<file path="src/hw/rtl/lase_pkg.sv">
package lase_pkg;

	// Field widths
	localparam int POS_W    = 20;
	localparam int DIFF_W   = 21;
	localparam int AXIS_W   = 16;
	localparam int CHARGE_W = 16;
	localparam int RADIUS_W = 18;
	localparam int CNT_W    = 13;
	localparam int MEAN_W   = 16;
	localparam int SUM_W    = 32;

	// Stream and configuration packing
	localparam int S_DATA_W = 80;
	localparam int S_USER_W = 2;
	localparam int M_DATA_W = 32;
	localparam int M_USER_W = 1;
	localparam int CFG_IDX_W  = 3;
	localparam int CFG_DATA_W = 20;

	// Register indexes
	localparam logic [CFG_IDX_W-1:0] REG_CORE_X = 3'd0;
	localparam logic [CFG_IDX_W-1:0] REG_CORE_Y = 3'd1;
	localparam logic [CFG_IDX_W-1:0] REG_CORE_Z = 3'd2;
	localparam logic [CFG_IDX_W-1:0] REG_AXIS_X = 3'd3;
	localparam logic [CFG_IDX_W-1:0] REG_AXIS_Y = 3'd4;
	localparam logic [CFG_IDX_W-1:0] REG_AXIS_Z = 3'd5;
	localparam logic [CFG_IDX_W-1:0] REG_KAPPA  = 3'd6;
	localparam logic [CFG_IDX_W-1:0] REG_RADIUS = 3'd7;

	// Datapath widths
	localparam int DOT_W   = 38;
	localparam int PROJ_W  = 24;
	localparam int DIST_W  = 43;
	localparam int LOG_IN_W = 42;
	localparam int LOG_E_W  = 6;
	localparam int LOG10_W  = 18;
	localparam int KT_W     = 28;
	localparam int TERM_W   = 34;
	localparam int MUL_A_W  = 35;
	localparam int MUL_B_W  = 25;
	localparam int MUL_P_W  = MUL_A_W + MUL_B_W;
	localparam int DIV_NUM_W = SUM_W + 1;
	localparam int DIV_DEN_W = CNT_W + 1;

	// Arithmetic constants
	localparam logic signed [MUL_A_W-1:0] LOG10_2_Q32 = 35'sd1292913987;
	localparam logic [MUL_P_W-1:0] NEAR_LIMIT_SQ = 60'd1024000000;
	localparam logic [CHARGE_W-1:0] SAT_CHARGE = 16'd48000;
	localparam logic [CNT_W-1:0] MIN_USED = 13'd5;
	localparam logic [CNT_W-1:0] CNT_LIMIT = 13'd8191;
	localparam int KAPPA_SHIFT = 24;
	localparam int PROJ_SHIFT  = 14;

	typedef enum logic [4:0] {
		ST_IDLE, ST_DIFF, ST_M_NX, ST_M_NY, ST_M_NZ, ST_M_XX, ST_M_YY, ST_M_ZZ,
		ST_PROJ, ST_M_PP, ST_SEL, ST_LQ, ST_LQ_W, ST_LR, ST_LR_W, ST_LP, ST_LP_W,
		ST_CV_Q, ST_CV_R, ST_LOGR, ST_K1, ST_K2, ST_KT, ST_SUM, ST_FIN, ST_DIV,
		ST_DIV_W, ST_EMIT
	} lase_state_t;

	typedef enum logic [3:0] {
		MS_NONE, MS_NX, MS_NY, MS_NZ, MS_XX, MS_YY, MS_ZZ, MS_PP, MS_LQ, MS_LR,
		MS_K1, MS_K2
	} mul_sel_t;

	typedef enum logic [3:0] {
		AC_NONE, AC_DOT_SET, AC_DOT_ADD, AC_DIST_SET, AC_DIST_ADD, AC_LOGQ,
		AC_LOGR, AC_KT, AC_SUM
	} acc_sel_t;

	typedef enum logic [1:0] {LS_Q, LS_R0, LS_P} log_src_t;

	typedef enum logic [1:0] {LC_NONE, LC_Q, LC_R0, LC_P} log_cap_t;

	typedef enum logic [1:0] {LG_IDLE, LG_NORM, LG_SQ} log_state_t;

	typedef struct packed {
		logic      load_in;
		logic      load_diff;
		logic      load_proj;
		logic      load_p;
		mul_sel_t  mul;
		acc_sel_t  acc;
		logic      log_start;
		log_src_t  log_src;
		log_cap_t  log_cap;
		logic      count;
		logic      zero;
		logic      div_start;
		logic      emit;
	} lase_cmd_t;

	typedef struct packed {
		logic sel_pass;
		logic q_zero;
		logic last;
		logic log_done;
		logic div_done;
		logic out_free;
	} lase_sts_t;

	// Shift right by s, rounding half away from zero
	function automatic logic signed [63:0] rnd_shift(input logic signed [63:0] v, input int s);
		logic [63:0] mag;
		mag = v[63] ? 64'(-v) : 64'(v);
		mag = (mag + (64'd1 << (s - 1))) >> s;
		return v[63] ? -$signed(mag) : $signed(mag);
	endfunction

endpackage

</file>
<file path="src/hw/rtl/lase_ctrl.sv">
module lase_ctrl (
	input  logic                clk,
	input  logic                arst_n,
	input  logic                s_tvalid,
	output logic                in_ready,
	input  lase_pkg::lase_sts_t sts,
	output lase_pkg::lase_cmd_t cmd
);

	lase_pkg::lase_state_t state_q, state_d;

	always_ff @(posedge clk or negedge arst_n) begin
		if (!arst_n) begin
			state_q <= lase_pkg::ST_IDLE;
		end else begin
			state_q <= state_d;
		end
	end

	// Next state
	always_comb begin
		state_d = state_q;
		unique case (state_q)
			lase_pkg::ST_IDLE:  if (s_tvalid) state_d = lase_pkg::ST_DIFF;
			lase_pkg::ST_DIFF:  state_d = lase_pkg::ST_M_NX;
			lase_pkg::ST_M_NX:  state_d = lase_pkg::ST_M_NY;
			lase_pkg::ST_M_NY:  state_d = lase_pkg::ST_M_NZ;
			lase_pkg::ST_M_NZ:  state_d = lase_pkg::ST_M_XX;
			lase_pkg::ST_M_XX:  state_d = lase_pkg::ST_M_YY;
			lase_pkg::ST_M_YY:  state_d = lase_pkg::ST_M_ZZ;
			lase_pkg::ST_M_ZZ:  state_d = lase_pkg::ST_PROJ;
			lase_pkg::ST_PROJ:  state_d = lase_pkg::ST_M_PP;
			lase_pkg::ST_M_PP:  state_d = lase_pkg::ST_SEL;
			lase_pkg::ST_SEL: begin
				state_d = (sts.sel_pass && !sts.q_zero) ? lase_pkg::ST_LQ : lase_pkg::ST_FIN;
			end
			lase_pkg::ST_LQ:    state_d = lase_pkg::ST_LQ_W;
			lase_pkg::ST_LQ_W:  if (sts.log_done) state_d = lase_pkg::ST_LR;
			lase_pkg::ST_LR:    state_d = lase_pkg::ST_LR_W;
			lase_pkg::ST_LR_W:  if (sts.log_done) state_d = lase_pkg::ST_LP;
			lase_pkg::ST_LP:    state_d = lase_pkg::ST_LP_W;
			lase_pkg::ST_LP_W:  if (sts.log_done) state_d = lase_pkg::ST_CV_Q;
			lase_pkg::ST_CV_Q:  state_d = lase_pkg::ST_CV_R;
			lase_pkg::ST_CV_R:  state_d = lase_pkg::ST_LOGR;
			lase_pkg::ST_LOGR:  state_d = lase_pkg::ST_K1;
			lase_pkg::ST_K1:    state_d = lase_pkg::ST_K2;
			lase_pkg::ST_K2:    state_d = lase_pkg::ST_KT;
			lase_pkg::ST_KT:    state_d = lase_pkg::ST_SUM;
			lase_pkg::ST_SUM:   state_d = lase_pkg::ST_FIN;
			lase_pkg::ST_FIN:   state_d = sts.last ? lase_pkg::ST_DIV : lase_pkg::ST_IDLE;
			lase_pkg::ST_DIV:   state_d = lase_pkg::ST_DIV_W;
			lase_pkg::ST_DIV_W: if (sts.div_done) state_d = lase_pkg::ST_EMIT;
			lase_pkg::ST_EMIT:  if (sts.out_free) state_d = lase_pkg::ST_IDLE;
			default:            state_d = lase_pkg::ST_IDLE;
		endcase
	end

	// Commands
	always_comb begin
		cmd         = '0;
		cmd.mul     = lase_pkg::MS_NONE;
		cmd.acc     = lase_pkg::AC_NONE;
		cmd.log_src = lase_pkg::LS_P;
		cmd.log_cap = lase_pkg::LC_NONE;
		in_ready    = 1'b0;
		unique case (state_q)
			lase_pkg::ST_IDLE: begin
				in_ready    = 1'b1;
				cmd.load_in = s_tvalid;
			end
			lase_pkg::ST_DIFF: cmd.load_diff = 1'b1;
			lase_pkg::ST_M_NX: cmd.mul = lase_pkg::MS_NX;
			lase_pkg::ST_M_NY: begin
				cmd.mul = lase_pkg::MS_NY;
				cmd.acc = lase_pkg::AC_DOT_SET;
			end
			lase_pkg::ST_M_NZ: begin
				cmd.mul = lase_pkg::MS_NZ;
				cmd.acc = lase_pkg::AC_DOT_ADD;
			end
			lase_pkg::ST_M_XX: begin
				cmd.mul = lase_pkg::MS_XX;
				cmd.acc = lase_pkg::AC_DOT_ADD;
			end
			lase_pkg::ST_M_YY: begin
				cmd.mul = lase_pkg::MS_YY;
				cmd.acc = lase_pkg::AC_DIST_SET;
			end
			lase_pkg::ST_M_ZZ: begin
				cmd.mul = lase_pkg::MS_ZZ;
				cmd.acc = lase_pkg::AC_DIST_ADD;
			end
			lase_pkg::ST_PROJ: begin
				cmd.acc       = lase_pkg::AC_DIST_ADD;
				cmd.load_proj = 1'b1;
			end
			lase_pkg::ST_M_PP: cmd.mul = lase_pkg::MS_PP;
			lase_pkg::ST_SEL: begin
				cmd.load_p = 1'b1;
				cmd.count  = sts.sel_pass;
				cmd.zero   = sts.sel_pass && sts.q_zero;
			end
			lase_pkg::ST_LQ: begin
				cmd.log_start = 1'b1;
				cmd.log_src   = lase_pkg::LS_Q;
			end
			lase_pkg::ST_LQ_W: cmd.log_cap = lase_pkg::LC_Q;
			lase_pkg::ST_LR: begin
				cmd.log_start = 1'b1;
				cmd.log_src   = lase_pkg::LS_R0;
			end
			lase_pkg::ST_LR_W: cmd.log_cap = lase_pkg::LC_R0;
			lase_pkg::ST_LP: begin
				cmd.log_start = 1'b1;
				cmd.log_src   = lase_pkg::LS_P;
			end
			lase_pkg::ST_LP_W: cmd.log_cap = lase_pkg::LC_P;
			lase_pkg::ST_CV_Q: cmd.mul = lase_pkg::MS_LQ;
			lase_pkg::ST_CV_R: begin
				cmd.mul = lase_pkg::MS_LR;
				cmd.acc = lase_pkg::AC_LOGQ;
			end
			lase_pkg::ST_LOGR: cmd.acc = lase_pkg::AC_LOGR;
			lase_pkg::ST_K1:   cmd.mul = lase_pkg::MS_K1;
			lase_pkg::ST_K2:   cmd.mul = lase_pkg::MS_K2;
			lase_pkg::ST_KT:   cmd.acc = lase_pkg::AC_KT;
			lase_pkg::ST_SUM:  cmd.acc = lase_pkg::AC_SUM;
			lase_pkg::ST_FIN:  ;
			lase_pkg::ST_DIV:  cmd.div_start = 1'b1;
			lase_pkg::ST_DIV_W: ;
			lase_pkg::ST_EMIT: cmd.emit = sts.out_free;
			default: ;
		endcase
	end

endmodule

</file>
<file path="config.mk">
export PLATFORM = sky130hd
export DESIGN_NAME = lase_ctrl
export DESIGN_NICKNAME = d
export VERILOG_FILES = /design/src/hw/rtl/lase_pkg.sv /design/src/hw/rtl/lase_ctrl.sv
export SDC_FILE = /design/constraint.sdc
export NUM_CORES = 1
export LEC_CHECK = 0
export BUFFER_PORTS_ARGS = -buffer_cell sky130_fd_sc_hd__buf_2
export CORE_MARGIN = 3
export CORE_UTILIZATION = 40
export CTS_CLUSTER_DIAMETER = 30
export CTS_CLUSTER_SIZE = 12
export DETAILED_ROUTE_END_ITERATION = 16
export HOLD_SLACK_MARGIN = 0.12
export PLACE_DENSITY_LB_ADDON = 0.25
export RECOVER_POWER = 50
export SKIP_CTS_REPAIR_TIMING = 1
export SLEW_MARGIN = 20
export SYNTH_ARGS = -nofsm -noshare
export SYNTH_HDL_FRONTEND = slang
export SYNTH_SLANG_ARGS = --single-unit
</file>
<file path="constraint.sdc">
create_clock -name clk -period 5.93 [get_ports clk]
set_input_delay 0.593 -clock clk [delete_from_list [all_inputs] [get_ports clk]]
set_output_delay 0.593 -clock clk [all_outputs]
set_load 0.1 [all_outputs]
</file>
## Word level (Yosys, flattened, before mapping)

Index checks and enable logic that the tools add are counted.

- Div/mod/pow operators: 0
- Shift operators: 0
- Magnitude comparators: 0
- Eq/ne operators: 33
- Muxes and demuxes: 21
- Reduce and logical (&&, ||, !) cells: 7
- $add $sub $neg: 0
- $mul: 0
- Bitwise operators: 0

Operators by type and width:

| operator | count |
|---|---|
| $pmux 5 s28 | 1 |
| $eq 5x5->1 const B | 12 |
| $pmux 4 s11 | 1 |
| $eq 5x4->1 const B | 8 |
| $mux 5 | 8 |
| $pmux 4 s8 | 1 |
| $eq 5x3->1 const B | 4 |
| $ne 2x2->1 const B | 6 |
| $eq 5x2->1 const B | 2 |
| $pmux 3 s3 | 1 |
| $mux 1 | 7 |
| $pmux 2 s3 | 1 |
| $reduce_and 6->1 | 1 |
| $eq 5x1->1 const B | 1 |
| $logic_not 5->1 | 1 |
| $reduce_or 2->1 | 2 |
| $logic_and 1x1->1 | 2 |
| $mux 2 | 1 |
| $logic_not 1->1 | 1 |

- Output and inout port bits: 22
- Memory bits (read-only): 0
- Bits in latches: 0
- Input port bits: 9
- Memories: 0
- Logic and storage cells: 62
- Memory bits (writable): 0
- Flip-flop bits (word level): 5

## Longest topological paths before layout

- Word-level depth: 4
- Mapped depth: 6
- Depth with buffers taken out: 5

## Worst setup path after synthesis

Ideal clock, no wire load.

- Path kind: register -> output
- From: reg state_q[0]
- To: out cmd[2] (netlist name)
- Data required time: 5.337 ns
- Stages on the path, launching flop included: 6
- Arrival time: 3.884 ns
- Path slack: 1.453 ns
- Path buffers: 1
- Path through: dfrtp_1 -> buf_2 -> inv_2 -> nand3_1 -> nor3_1 -> and3_1

RTL lines:

| what | RTL line | RTL |
|---|---|---|
| from (decl) | lase_ctrl.sv:10 | `lase_pkg::lase_state_t state_q, state_d;` |
| from (signal assigned) | lase_ctrl.sv:14 | `state_q <= lase_pkg::ST_IDLE;` |
| from (signal assigned) | lase_ctrl.sv:16 | `state_q <= state_d;` |
| to (decl) | lase_ctrl.sv:7 | `output lase_pkg::lase_cmd_t cmd` |

==> flow_summary.yaml <==
clock_network:
  cts-root-buf: "clkbuf_4"
  cts.clk_slew.worst_paths_ns: 0.04
  clock_latency_ns: 0.24
  cts_tree: "done"
  cts_sinks: 5
  htreeDepth: 1
  cts_buffers: 3
  cts.path.max_buffers: 2
sta:
  fin_skew_ns: 0.00139
  tightestPinTransition_ns: 1.17
  finalCriticalPeriod_ns: 3.00
  setup-violations-final: 0
  finalCritPeriodShare: 0.507
  slew_headroom: 0.226
  whs_ns: 0.188
  rsz0062_at_grt: "false"
  slew_viol_final: 0
  hold_violations: 0
  fin_tns_setup_ns: 0
  fmax_mhz: 333
worst_setup_path:
  cp_data_arrival_time_ns: 2.41
  worstPathCellList: "inv_1 > nand2_1 > nor2_1 > clkbuf_1"
  cp.required_ns: 5.34
  reg2reg_to: "state_q[4]$_DFFE_PN0P_"
  critPathSlowestCell: "clkbuf_1"
  reg2reg_depth: 4
  crit_path_max_incr_delay_ns: 0.87
  r2r-start: "state_q[3]$_DFFE_PN0P_"
  critical_path_class: "flip-flop to primary output"
  endpoint_kind: "primary output"
  cp_max_fo: 22
  r2r_setup_slack_ns: 3.64
  startpoint_type: "flip-flop"
die:
  placementRows: 14
  die_area_sq_um: 2360
  die_w_um: 48.6
  die_h_um: 48.6
  core_area_sq_um: 1610
  start_util: 0.450
  io_pins: 31
job:
  drv_cap: 0
logic_synthesis:
  synthesis.nets: 118
  synth-simple-area-share: 0.362
  seq_area_frac_synth: 0.172
  synthAdderAreaFrac: 0
  synth_edf_count: 0
  synth_top_family_by_area: "simple AND/OR/NAND/NOR gates"
  synth_cell_type_count: 40
  synth.mux.area_fraction: 0.0293
  ys.flop_type: "dfrtp_1"
  synth_area_sq_um: 726
  netlist_instances: 109
  async_flop_share: 1.00
  synth_xor_area_frac: 0.0483
  ys_warn_count: 0
  ys_seq_elements: 5
  synth_compound_area_frac: 0.309
  avgSynthCellArea_sq_um: 6.66
route:
  avgViaCountPerCell: 5.66
  drc: 0
  post_drt_wl_per_cell_um: 12.3
  firstDrtPassIters: 4
  first_iter_violations: 21
  vias: 894
  ant_nets: 0
  wirelength_um: 1940
place:
  port_buffers: 30
  routabilityCongestion: 0.842
  dp_hpwl_um: 1420
global_route:
  grt_use_met1: 0.246
  grt.overflow.total: 0
  grt_max_degree: 26
  grt.busiest_layer: "met2"
  antenna_found_initial: 0
  grtUsageMet3: 0.0429
  grt_pass1_wl_um: 3390
  grt_pass1_vias: 764
  grt_use_met2: 0.259
  grt_use_total: 0.175
final_layout:
  top_regs: "state_q (5)"
  largest_reg_flops: 5
  regArea_sq_um: 125
  final_nets: 144
  fillCellCount: 192
  drive_above_1_share: 0.216
  area_growth_pct: 21.4
  diodes: 0
  top_register: "state_q"
  multi_input_area_sq_um: 539
hold_path:
  hp-class: "primary input to asynchronous set/reset pin"
status:
  run_status: "finished, final reports clean"
## cell usage after synthesis, drive strengths merged, types with 3 or more instances
library cell	count	share of area
a21oi	11	0.076
buf	3	0.022
clkbuf	6	0.031
dfrtp	5	0.17
inv	5	0.026
nand2	9	0.047
nand2b	3	0.026
nand3	4	0.028
nor2	13	0.071
nor2b	5	0.043
nor3	7	0.048
o21ai	7	0.048
o22ai	3	0.026
xnor2	3	0.036
## logic make-up after synthesis
family,Yosys count
simple gates,49
compound gates,35
buf+inv,14
flops,5
xor+xnor,4
mux,2
## stage by stage
stage / util / area [sq um] / setup slack, ns / std cells
after CTS: 0.554 / 893 / 3.15 / 158
final: 0.547 / 881 / 2.93 / 158
after global routing: 0.547 / 881 / 2.79 / 158
after floorplan: - / 726 / 1.45 / 109
after detailed placement: 0.538 / 867 / 3.41 / 154
after global placement: 0.538 / 867 / 3.42 / 154
## metal layers
layer,routed length (um),part of all wire,vias to the layer above
met4,21,0.011,0
li1,-,-,449
met5,0,0,-
met3,161,0.083,5
met1,883,0.46,400
met2,873,0.45,40
## critical path, delay by kind of cell, from the launching register on
| kind | cells | cell delay [ns] |
|---|---|---|
| buf+inv | 2 | 1.18 |
| flops | 1 | 0.64 |
| simple gates | 2 | 0.36 |
## worst max-delay path by stage
stage / slack (ns) / cells after the start / startpoint / to
6_report: 2.93 / 4 / state_q[1]$_DFFE_PN0P_ / cmd[1]
5_1_grt: 2.79 / 3 / state_q[3]$_DFFE_PN0P_ / cmd[18]
4_1_cts: 3.15 / 4 / state_q[3]$_DFFE_PN0P_ / cmd[2]
3_5_place_dp: 3.41 / 4 / state_q[3]$_DFFE_PN0P_ / cmd[2]
3_3_place_gp: 3.42 / 4 / state_q[3]$_DFFE_PN0P_ / cmd[2]
2_1_floorplan: 1.45 / 5 / state_q[0]$_DFFE_PN0P_ / cmd[2]
## cell usage in the layout, fill, tap and decap left out, drive strengths merged, types with 2 or more instances in the layout
cell type and n:
buf 23, nor2 13, a21oi 11, clkbuf 11
nand2 9, nor3 7, o21ai 7, nor2b 5
dfrtp 5, inv 5, nand3 4, nand2b 3
xnor2 3, o22ai 3, nor4 2, a211oi 2
and2 2, o31ai 2
## cell type report
| class | count | share of cell area |
|---|---|---|
| clock buffers | 4 | 0.0298 |
| flip-flops and latches | 5 | 0.142 |
| well taps | 24 | 0.0341 |
| inverters | 5 | 0.0213 |
| multi-input cells | 90 | 0.612 |
| repair buffers | 30 | 0.161 |
Power is not shown: default switching activity piles up to over one toggle a cycle in this logic, so the estimate is an artifact.
